## config.mk

```make
export PLATFORM = sky130hd
export DESIGN_NAME = snow_albedo_daily_update
export DESIGN_NICKNAME = d
export VERILOG_FILES = /design/src/sadu_pkg.sv /design/src/sadu_ctrl.sv /design/src/sadu_dp.sv /design/src/snow_albedo_daily_update.sv
export SDC_FILE = /design/constraint.sdc
export NUM_CORES = 2
export LEC_CHECK = 0
export ABC_AREA = 1
export BUFFER_PORTS_ARGS = -buffer_cell sky130_fd_sc_hd__clkbuf_2
export CAP_MARGIN = 10
export CELL_PAD_IN_SITES_DETAIL_PLACEMENT = 0
export CELL_PAD_IN_SITES_GLOBAL_PLACEMENT = 1
export CORE_UTILIZATION = 25
export CTS_CLUSTER_DIAMETER = 30
export DETAILED_ROUTE_END_ITERATION = 8
export PLACE_DENSITY_LB_ADDON = 0.1
export SKIP_CTS_REPAIR_TIMING = 1
export SLEW_MARGIN = 10
export SYNTH_ARGS = -nofsm -noshare
export SYNTH_HDL_FRONTEND = slang
export SYNTH_HIERARCHICAL = 1
export SYNTH_SLANG_ARGS = --single-unit
```

## constraint.sdc

```tcl
create_clock -name clk -period 11.83 [get_ports clk]
set_clock_uncertainty 0.15 [all_clocks]
set_input_delay 0.5915 -clock clk [delete_from_list [all_inputs] [get_ports clk]]
set_output_delay 0.5915 -clock clk [all_outputs]
set_load 0.05 [all_outputs]
```

## src/sadu_pkg.sv

```systemverilog
`timescale 1ns / 1ps
// Package: constants, per-unit record and control types for the snow albedo update
package sadu_pkg;

  localparam int UNITS_DEF = 16;
  localparam int UNIT_W    = 4;

  localparam logic [15:0] BARE_RESET  = 16'd11141;
  localparam logic [15:0] FRESH_RESET = 16'd55706;

  localparam logic [19:0] SWE_SNOW     = 20'd500;
  localparam logic [19:0] SWE_DEEP     = 20'd6000;
  localparam logic [19:0] SNOWFALL_MIN = 20'd25;
  localparam logic [19:0] SUM_BIG      = 20'd500;
  localparam logic [19:0] SUM_MAX      = 20'hFFFFF;

  localparam logic signed [17:0] DR_BASE     = 18'sd4653;
  localparam logic signed [17:0] DR_BRIGHT   = 18'sd983;
  localparam logic signed [17:0] DR_DULL     = 18'sd66;
  localparam logic signed [17:0] FRESH_DECAY = 18'sd3277;
  localparam logic signed [17:0] COLD_DECAY  = 18'sd393;
  localparam logic signed [17:0] WARM_DECAY  = 18'sd1311;
  localparam logic signed [17:0] ALB_ZERO    = 18'sd0;

  localparam logic [15:0] A_HIGH = 16'd42599;

  localparam logic signed [13:0] T_COLD_MAX = -14'sd600;
  localparam logic signed [13:0] T_WARM_MIN = -14'sd400;
  localparam logic signed [13:0] T_ZERO     = 14'sd0;
  localparam logic signed [18:0] MT_BASE    = 19'sd6690;

  localparam logic [42:0] Q_THR    = 43'd8984985600;
  localparam logic [9:0]  Q_GAIN   = 10'd522;
  localparam logic [16:0] Q_UNITY  = 17'h10000;

  localparam logic [7:0]  BRIGHT_INT = 8'd131;
  localparam logic [16:0] BRIGHT_REC = 17'd75501;
  localparam int          BRIGHT_SH  = 20;

  localparam logic [8:0] WIN_S_LO = 9'd118;
  localparam logic [8:0] WIN_S_HI = 9'd184;
  localparam logic [8:0] WIN_N_LO = 9'd2;
  localparam logic [8:0] WIN_N_HI = 9'd300;

  localparam logic [7:0] AGE_MAX   = 8'd255;
  localparam logic [7:0] AGE_FRESH = 8'd3;

  typedef enum logic [0:0] {
    REG_BARE  = 1'b0,
    REG_FRESH = 1'b1
  } cfg_reg_t;

  typedef struct packed {
    logic [15:0] albedo;
    logic        winter;
    logic        melt;
    logic [7:0]  age;
    logic [19:0] sum;
  } rec_t;

  typedef enum logic [1:0] {
    ST_IDLE,
    ST_READ,
    ST_MULT,
    ST_WRITE
  } state_t;

  typedef struct packed {
    logic load;
    logic prep;
    logic mult;
    logic write;
  } cmd_t;

endpackage

```

## src/sadu_ctrl.sv

```systemverilog
`timescale 1ns / 1ps
// Controller: sequences one beat through read, multiply and write-back steps
module sadu_ctrl (
  input  logic          clk,
  input  logic          rst_n,
  input  logic          in_valid,
  output logic          in_ready,
  output logic          out_valid,
  input  logic          out_ready,
  output sadu_pkg::cmd_t cmd
);
  import sadu_pkg::*;

  state_t state_r, state_nxt;
  logic   out_valid_r, out_valid_nxt;

  always_ff @(posedge clk) begin
    if (!rst_n) begin
      state_r     <= ST_IDLE;
      out_valid_r <= 1'b0;
    end else begin
      state_r     <= state_nxt;
      out_valid_r <= out_valid_nxt;
    end
  end

  always_comb begin
    state_nxt     = state_r;
    out_valid_nxt = out_valid_r;
    cmd           = '0;
    in_ready      = 1'b0;
    if (out_valid_r && out_ready) begin
      out_valid_nxt = 1'b0;
    end
    case (state_r)
      ST_IDLE: begin
        in_ready = 1'b1;
        if (in_valid) begin
          cmd.load  = 1'b1;
          state_nxt = ST_READ;
        end
      end
      ST_READ: begin
        cmd.prep  = 1'b1;
        state_nxt = ST_MULT;
      end
      ST_MULT: begin
        cmd.mult  = 1'b1;
        state_nxt = ST_WRITE;
      end
      ST_WRITE: begin
        if (!out_valid_r || out_ready) begin
          cmd.write     = 1'b1;
          out_valid_nxt = 1'b1;
          state_nxt     = ST_IDLE;
        end
      end
      default: begin
        state_nxt = ST_IDLE;
      end
    endcase
  end

  assign out_valid = out_valid_r;

endmodule

```

## src/sadu_dp.sv

```systemverilog
`timescale 1ns / 1ps
// Datapath: unit record store, config registers and the daily albedo arithmetic
module sadu_dp #(
  parameter int UNITS = sadu_pkg::UNITS_DEF
) (
  input  logic                clk,
  input  logic                rst_n,
  input  sadu_pkg::cmd_t      cmd,
  input  logic                cfg_we,
  input  logic [0:0]          cfg_index,
  input  logic [15:0]         cfg_wdata,
  input  logic                in_mode,
  input  logic [3:0]          in_unit,
  input  logic                in_day_start,
  input  logic                in_day_end,
  input  logic [15:0]         in_step_snow,
  input  logic                in_new_snow,
  input  logic [19:0]         in_swe,
  input  logic signed [13:0]  in_temp_max,
  input  logic signed [13:0]  in_temp_min,
  input  logic [15:0]         in_direct_radiation,
  input  logic [8:0]          in_day_of_year,
  input  logic                in_southern,
  output logic [15:0]         out_albedo,
  output logic                out_winter_flag,
  output logic                out_melt_flag,
  output logic [3:0]          out_unit_out
);
  import sadu_pkg::*;

  localparam int DEPTH = (UNITS < (1 << UNIT_W)) ? UNITS : (1 << UNIT_W);
  localparam int AW    = (DEPTH > 1) ? $clog2(DEPTH) : 1;

  // config
  logic [15:0] bare_alb_r, fresh_alb_r;

  // captured beat
  logic               mode_r, dstart_r, dend_r, new_snow_r, south_r;
  logic [3:0]         unit_r;
  logic [15:0]        step_r, q_r;
  logic [19:0]        swe_r;
  logic signed [13:0] tmax_r, tmin_r;
  logic [8:0]         day_r;

  // read step
  rec_t        store_r [DEPTH];
  rec_t        rec_r;
  logic        inrng_r, win1_r;
  logic [15:0] alb1_r;
  logic [7:0]  age1_r;
  logic [19:0] sum1_r;
  logic [25:0] p1_r;

  // multiply step
  logic [42:0] p2_r;
  logic [15:0] inc_r;

  // result
  logic [15:0] out_albedo_r;
  logic        out_winter_r, out_melt_r;
  logic [3:0]  out_unit_r;

  logic [AW-1:0] idx;
  logic          inrng;
  rec_t          rd;
  logic [20:0]   sum_add;
  logic [19:0]   sum1_nxt;
  logic          season, onset;
  logic [15:0]   alb1_nxt;
  logic          win1_nxt;
  logic [7:0]    age1_nxt;
  logic [25:0]   p1_nxt;

  logic [16:0]   alb_gap;
  logic [42:0]   p2_nxt;
  logic [8:0]    s_lo;
  logic [15:0]   inc_int;
  logic [25:0]   inc_frac;
  logic [15:0]   inc_nxt;

  logic signed [17:0] a_s, bare_s, dr, d_alb, d_tmp;
  logic signed [18:0] tmax_x, tmax10, mt;
  logic [16:0]        a_sum;
  logic [15:0]        bright;
  logic               deep, hi, warm, qlt, qgt, cold_on, w2, melt_c;
  logic               d_win, d_melt;
  rec_t               new_rec, seed_rec;

  always_ff @(posedge clk) begin
    if (!rst_n) begin
      bare_alb_r  <= BARE_RESET;
      fresh_alb_r <= FRESH_RESET;
    end else if (cfg_we) begin
      case (cfg_index)
        REG_BARE:  bare_alb_r  <= cfg_wdata;
        REG_FRESH: fresh_alb_r <= cfg_wdata;
        default:   bare_alb_r  <= bare_alb_r;
      endcase
    end
  end

  always_ff @(posedge clk) begin
    if (cmd.load) begin
      mode_r     <= in_mode;
      unit_r     <= in_unit;
      dstart_r   <= in_day_start;
      dend_r     <= in_day_end;
      step_r     <= in_step_snow;
      new_snow_r <= in_new_snow;
      swe_r      <= in_swe;
      tmax_r     <= in_temp_max;
      tmin_r     <= in_temp_min;
      q_r        <= in_direct_radiation;
      day_r      <= in_day_of_year;
      south_r    <= in_southern;
    end
  end

  // read the unit record, update the daily sum, winter onset and snow age
  assign inrng = (32'(unit_r) < UNITS);
  assign idx   = unit_r[AW-1:0];
  assign rd    = store_r[idx];

  always_comb begin
    sum_add  = {1'b0, rd.sum} + {5'd0, step_r};
    if (dstart_r) begin
      sum1_nxt = {4'd0, step_r};
    end else if (sum_add > {1'b0, SUM_MAX}) begin
      sum1_nxt = SUM_MAX;
    end else begin
      sum1_nxt = sum_add[19:0];
    end
    season   = south_r ? (day_r inside {[WIN_S_LO:WIN_S_HI]})
                       : (day_r > WIN_N_HI || day_r < WIN_N_LO);
    onset    = season && (swe_r > SWE_SNOW);
    alb1_nxt = onset ? fresh_alb_r : rd.albedo;
    win1_nxt = onset | rd.winter;
    if (new_snow_r) begin
      age1_nxt = 8'd0;
    end else if (rd.age != AGE_MAX) begin
      age1_nxt = rd.age + 8'd1;
    end else begin
      age1_nxt = rd.age;
    end
    p1_nxt   = {10'd0, q_r} * {16'd0, Q_GAIN};
  end

  always_ff @(posedge clk) begin
    if (cmd.prep) begin
      rec_r   <= rd;
      inrng_r <= inrng;
      alb1_r  <= alb1_nxt;
      win1_r  <= win1_nxt;
      age1_r  <= age1_nxt;
      sum1_r  <= sum1_nxt;
      p1_r    <= p1_nxt;
    end
  end

  // radiation product and fresh-snow brightening increment
  always_comb begin
    alb_gap  = Q_UNITY - {1'b0, alb1_r};
    p2_nxt   = {17'd0, p1_r} * {26'd0, alb_gap};
    s_lo     = sum1_r[8:0];
    inc_int  = {7'd0, s_lo} * {8'd0, BRIGHT_INT};
    inc_frac = {17'd0, s_lo} * {9'd0, BRIGHT_REC};
    inc_nxt  = inc_int + 16'(inc_frac >> BRIGHT_SH);
  end

  always_ff @(posedge clk) begin
    if (cmd.mult) begin
      p2_r  <= p2_nxt;
      inc_r <= inc_nxt;
    end
  end

  // daily rules
  always_comb begin
    a_s     = signed'({2'b00, alb1_r});
    bare_s  = signed'({2'b00, bare_alb_r});
    deep    = swe_r > SWE_DEEP;
    hi      = alb1_r >= A_HIGH;
    dr      = deep ? (hi ? DR_BRIGHT : DR_DULL) : DR_BASE;
    tmax_x  = 19'(tmax_r);
    tmax10  = (tmax_x <<< 3) + (tmax_x <<< 1);
    mt      = MT_BASE - signed'({4'd0, day_r, 6'd0});
    warm    = tmax10 > mt;
    qlt     = p2_r < Q_THR;
    qgt     = p2_r > Q_THR;
    cold_on = (tmax_r < T_COLD_MAX) && qlt;
    w2      = (win1_r || cold_on) && !(a_s <= bare_s);
    melt_c  = (tmin_r > T_WARM_MIN) || (qgt && (tmax_r > T_ZERO)) || warm;
    a_sum   = {1'b0, alb1_r} + {1'b0, inc_r};
    if ((sum1_r >= SUM_BIG) || (a_sum > {1'b0, fresh_alb_r})) begin
      bright = fresh_alb_r;
    end else begin
      bright = a_sum[15:0];
    end

    d_alb  = a_s;
    d_win  = win1_r;
    d_melt = 1'b0;
    d_tmp  = a_s;
    if (swe_r == 20'd0) begin
      d_alb = bare_s;
      d_win = 1'b0;
    end else if (sum1_r > SNOWFALL_MIN) begin
      d_alb = signed'({2'b00, bright});
    end else begin
      d_win = w2;
      if (w2) begin
        if (age1_r < AGE_FRESH) begin
          d_tmp = a_s - FRESH_DECAY;
          d_alb = (d_tmp < ALB_ZERO) ? ALB_ZERO : d_tmp;
        end else if (melt_c) begin
          d_tmp  = a_s - dr;
          d_alb  = (d_tmp < bare_s) ? bare_s : d_tmp;
          d_melt = 1'b1;
        end else if (hi) begin
          d_alb = a_s - COLD_DECAY;
        end
      end else begin
        d_tmp  = a_s - WARM_DECAY;
        d_alb  = (d_tmp < bare_s) ? bare_s : d_tmp;
        d_melt = 1'b1;
      end
    end

    seed_rec.albedo = (swe_r > SWE_SNOW) ? fresh_alb_r : bare_alb_r;
    seed_rec.winter = swe_r > SWE_SNOW;
    seed_rec.melt   = 1'b0;
    seed_rec.age    = 8'd0;
    seed_rec.sum    = 20'd0;

    if (!mode_r) begin
      new_rec = seed_rec;
    end else if (!dend_r) begin
      new_rec     = rec_r;
      new_rec.sum = sum1_r;
    end else begin
      new_rec.albedo = d_alb[15:0];
      new_rec.winter = d_win;
      new_rec.melt   = d_melt;
      new_rec.age    = age1_r;
      new_rec.sum    = sum1_r;
    end
  end

  always_ff @(posedge clk) begin
    if (!rst_n) begin
      for (int i = 0; i < DEPTH; i++) begin
        store_r[i] <= '{albedo: BARE_RESET, winter: 1'b0, melt: 1'b0, age: 8'd0, sum: 20'd0};
      end
    end else if (cmd.write && inrng_r) begin
      store_r[idx] <= new_rec;
    end
  end

  always_ff @(posedge clk) begin
    if (cmd.write) begin
      out_albedo_r <= inrng_r ? new_rec.albedo : 16'd0;
      out_winter_r <= inrng_r && new_rec.winter;
      out_melt_r   <= inrng_r && new_rec.melt;
      out_unit_r   <= unit_r;
    end
  end

  assign out_albedo      = out_albedo_r;
  assign out_winter_flag = out_winter_r;
  assign out_melt_flag   = out_melt_r;
  assign out_unit_out    = out_unit_r;

endmodule

```

## src/snow_albedo_daily_update.sv

```systemverilog
`timescale 1ns / 1ps
// Top level: snow albedo daily update, controller plus datapath
// A beat is captured, read, multiplied and written back; write-back waits for a free
// output register. A new beat is taken only after the last is written back, as the
// record read, 26x17 radiation multiply and write-back step share one datapath.
// A waiting result holds in the output register while the next beat is accepted.
// Reset (rst_n low, synchronous): every unit record returns to bare albedo 11141,
// flags, age and daily sum clear, config registers return to their reset values.
module snow_albedo_daily_update #(
  parameter int UNITS = sadu_pkg::UNITS_DEF
) (
  input  logic               clk,
  input  logic               rst_n,
  input  logic               cfg_we,
  input  logic [0:0]         cfg_index,
  input  logic [15:0]        cfg_wdata,
  input  logic               in_valid,
  output logic               in_ready,
  input  logic               in_mode,
  input  logic [3:0]         in_unit,
  input  logic               in_day_start,
  input  logic               in_day_end,
  input  logic [15:0]        in_step_snow,
  input  logic               in_new_snow,
  input  logic [19:0]        in_swe,
  input  logic signed [13:0] in_temp_max,
  input  logic signed [13:0] in_temp_min,
  input  logic [15:0]        in_direct_radiation,
  input  logic [8:0]         in_day_of_year,
  input  logic               in_southern,
  output logic               out_valid,
  input  logic               out_ready,
  output logic [15:0]        out_albedo,
  output logic               out_winter_flag,
  output logic               out_melt_flag,
  output logic [3:0]         out_unit_out
);
  import sadu_pkg::*;

  cmd_t cmd;

  sadu_ctrl u_ctrl (
    .clk       (clk),
    .rst_n     (rst_n),
    .in_valid  (in_valid),
    .in_ready  (in_ready),
    .out_valid (out_valid),
    .out_ready (out_ready),
    .cmd       (cmd)
  );

  sadu_dp #(
    .UNITS (UNITS)
  ) u_dp (
    .clk                 (clk),
    .rst_n               (rst_n),
    .cmd                 (cmd),
    .cfg_we              (cfg_we),
    .cfg_index           (cfg_index),
    .cfg_wdata           (cfg_wdata),
    .in_mode             (in_mode),
    .in_unit             (in_unit),
    .in_day_start        (in_day_start),
    .in_day_end          (in_day_end),
    .in_step_snow        (in_step_snow),
    .in_new_snow         (in_new_snow),
    .in_swe              (in_swe),
    .in_temp_max         (in_temp_max),
    .in_temp_min         (in_temp_min),
    .in_direct_radiation (in_direct_radiation),
    .in_day_of_year      (in_day_of_year),
    .in_southern         (in_southern),
    .out_albedo          (out_albedo),
    .out_winter_flag     (out_winter_flag),
    .out_melt_flag       (out_melt_flag),
    .out_unit_out        (out_unit_out)
  );

endmodule

```

==> run summary <==
Outcome -> completed
Final HPWL from detailed placement -> 182,000 um
Final Hold Fails -> 0
Share of flip-flops with an asynchronous set or reset after synthesis -> 0%
Worst Hold Class -> in -> reg
Clock latency at the later pin of the worst-skew pair -> 0.89 ns
Commonest cells after routing, fill and taps aside -> inv_1 (1,111), edfxtp_1 (1,010), nand2_1 (966)
Max Fclk -> 111 MHz
Syn Inst Count -> 7,258
Clock root cell -> clkbuf_16
Cell with the biggest individual delay on the critical path -> fa_1
Number of design rule violations left after detail routing -> 0
CP Data Arrival Time -> 9.46 ns
Number of antenna violations at the first check in global routing -> 4
Clock tree from TritonCTS -> done
Via density -> 4.61
Post-synthesis average cell area -> 9.67 um^2
Clk pin slew, worst setup/hold paths -> 0.04 ns
Register area share after synthesis -> 44.3%
Violation count after the first detailed-route iteration -> 3,351
Die H -> 532 um
R2R Setup Slk -> 2.81 ns
Mux share of post-synthesis cell area -> 2.62%
Combined area of the multi-input logic cells -> 33,300 um^2
Category of the worst setup path capture point -> flop
Inserted Clock Buffers -> 320
Yosys cell types -> 62
Die Area -> 283,000 um^2
Detailed Routing Iterations Pass 1 -> 8
Compound-Gate Fraction of Synth Area -> 10.2%
Post-Syn Nets -> 8,200
Most common cell after layout, fill and taps aside -> inv_1
Synth Cell Area -> 70,200 um^2
Sequential cell area -> 31,100 um^2
Yosys warning count -> 6
Via count of the first global-routing pass -> 55,900
Combinational family with the most area after synthesis -> adder cells
First-pass GRT wire length -> 401,000 um
Final Critical Period -> 9.02 ns
Number of routed nets with antenna violations -> 0
Starting density of the core -> 25.1%
Flip-flop and latch count after synthesis -> 1,049
CTS Sinks -> 1,049
Number of nets in the layout -> 8,540
WP data required -> 12.27 ns
Most frequently used flop master after synthesis -> edfxtp_1
Placer Congestion -> 0.830
Std cell rows -> 194
Layout cell share with drive strength beyond 1 -> 11.2%
Total number of vias -> 53,400
Delay of the slowest cell on the worst path -> 0.56 ns
Total negative setup slack -> 0 ns
Port Buffers -> 143
Slew Viols, Final -> 0
Layout Area Growth over Synthesis -> 23.3%
Pin count of the biggest net entering global routing -> 149
Post-synthesis xor/xnor area fraction -> 1.96%
Simple-gate portion of the synthesized area -> 13.3%
IO Count -> 144
Wirelength, routed -> 279,000 um
Die width -> 532 um
Average wire length per cell after detail routing -> 24.1 um
Area of the core -> 279,000 um^2
Total global-route track usage -> 19.5%
Setup repair after global routing missed its margin -> false
Adder-cell share of the synthesized area -> 19.0%
Final worst-path cycle share -> 76.3%
H-tree levels -> 5
Tightest slew margin relative to the limit -> 20.5%
Cell type with the highest occurrence count on the critical path -> fa_1
Final setup violation count -> 0
Max Cap Viol -> 0
Number of synthesized flops with an enable pin -> 1,010
Global route overflow -> 0
Final-layout fill cell count -> 29,200
Clock tree buffer depth -> 4
Slew at the pin closest to its max-slew limit -> 1.18 ns
Crit start category -> flop
Critical Setup Path Class -> reg -> reg
Highest fanout seen on the critical path -> 29
[per-layer routing]
layer  vias to the layer above  GRT usage (%)  wire (um)
met2                      1114           35.2     142000
met3                       362           2.53       9990
met1                     27000           23.9     119000
li1                      25000              -          -
met4                         2           5.81       7880
met5                         -              0         13
[path summary, 6_finish.rpt]
| path | from | to | cells after the start |
|---|---|---|---|
| worst max register to register | u_dp/alb1_r[0] | u_dp/p2_r[36] | 32 |
| worst max-delay path | u_dp/alb1_r[0] | u_dp/p2_r[36] | 32 |
| worst min-delay path | in_valid | u_ctrl/state_r[0] | 5 |
| worst min register to register | u_dp/idx[2] | u_dp/out_unit_out[2] | 0 |
[critical path, delay by kind of cell (launching register included)]
family | cells | cell delay (ns)
XOR/XNOR | 1 | 0.14
buffers and inverters | 7 | 1.31
adder cells (fa/ha/maj) | 8 | 3.72
AO/OA/AOI/OAI | 4 | 0.95
flip-flops | 1 | 0.35
AND/OR/NAND/NOR | 12 | 2.12
[cells in the mapped netlist, drive strengths merged, types with 96 or more instances]
library cell | instances | share of area, %
xor2 | 125 | 1.6
nand2 | 1007 | 5.6
nor2 | 813 | 4.4
fa | 410 | 12
ha | 412 | 7.3
o21ai | 384 | 2.7
clkbuf | 276 | 1.5
edfxtp | 1010 | 43
a21oi | 588 | 4.4
inv | 1136 | 6.1
nand3 | 339 | 2.5
mux2i | 184 | 2.6
buf | 96 | 0.86
o211ai | 209 | 2.2
[stage by stage]
step / std cells / instance area (um^2) / worst slack (ns) / hold WS (ns) / utilization (%)
final: 11600 / 86500 / 2.81 / 0.00310 / 31.0
after global routing: 11600 / 86500 / 2.12 / 0.0249 / 31.0
after CTS: 11500 / 85300 / 2.82 / -0.335 / 30.6
after detailed placement: 10900 / 75200 / 2.80 / 0.378 / 26.9
after floorplan: 7258 / 70200 / 4.36 / 0.311 / -
after global placement: 10900 / 75200 / 2.81 / 0.370 / 26.9
[cell type report]
class,count,share of cell area (%)
clock buffer,385,9.60
inverter,1151,5.02
antenna,4,0.0116
timing repair buffer,390,3.34
sequential,1049,36.0
clock inverter,200,2.15
multi-input combinational,4686,38.5
tap,3724,5.39
[state kept, by name, summed over array words and instances, names as in the netlist, 16 cells and up, named ones only]
name,count
u_dp/sum1_r,20
u_dp/p2_r,42
u_dp/step_r,16
u_dp/p1_r,25
u_dp/inc_r,16
u_dp/bare_alb_r,16
u_dp/alb1_r,16
u_dp/store_r,736
u_dp/rec_r,26
u_dp/q_r,16
u_dp/out_albedo,16
u_dp/swe_r,20
u_dp/fresh_alb_r,16
[kinds of logic (layout without fill, tap and decap cells)]
logic type               Yosys count  in the layout
AND/OR/NAND/NOR                 2264           2264
buffers and inverters           1523           2126
AO/OA/AOI/OAI                   1259           1259
flip-flops                      1049           1049
adder cells (fa/ha/maj)          822            822
multiplexers                     184            184
XOR/XNOR                         157            157
other                              0              4
Power is left out: the tool's default activity adds up to more than one toggle a clock period on the data nets, which glitch-free logic cannot reach.
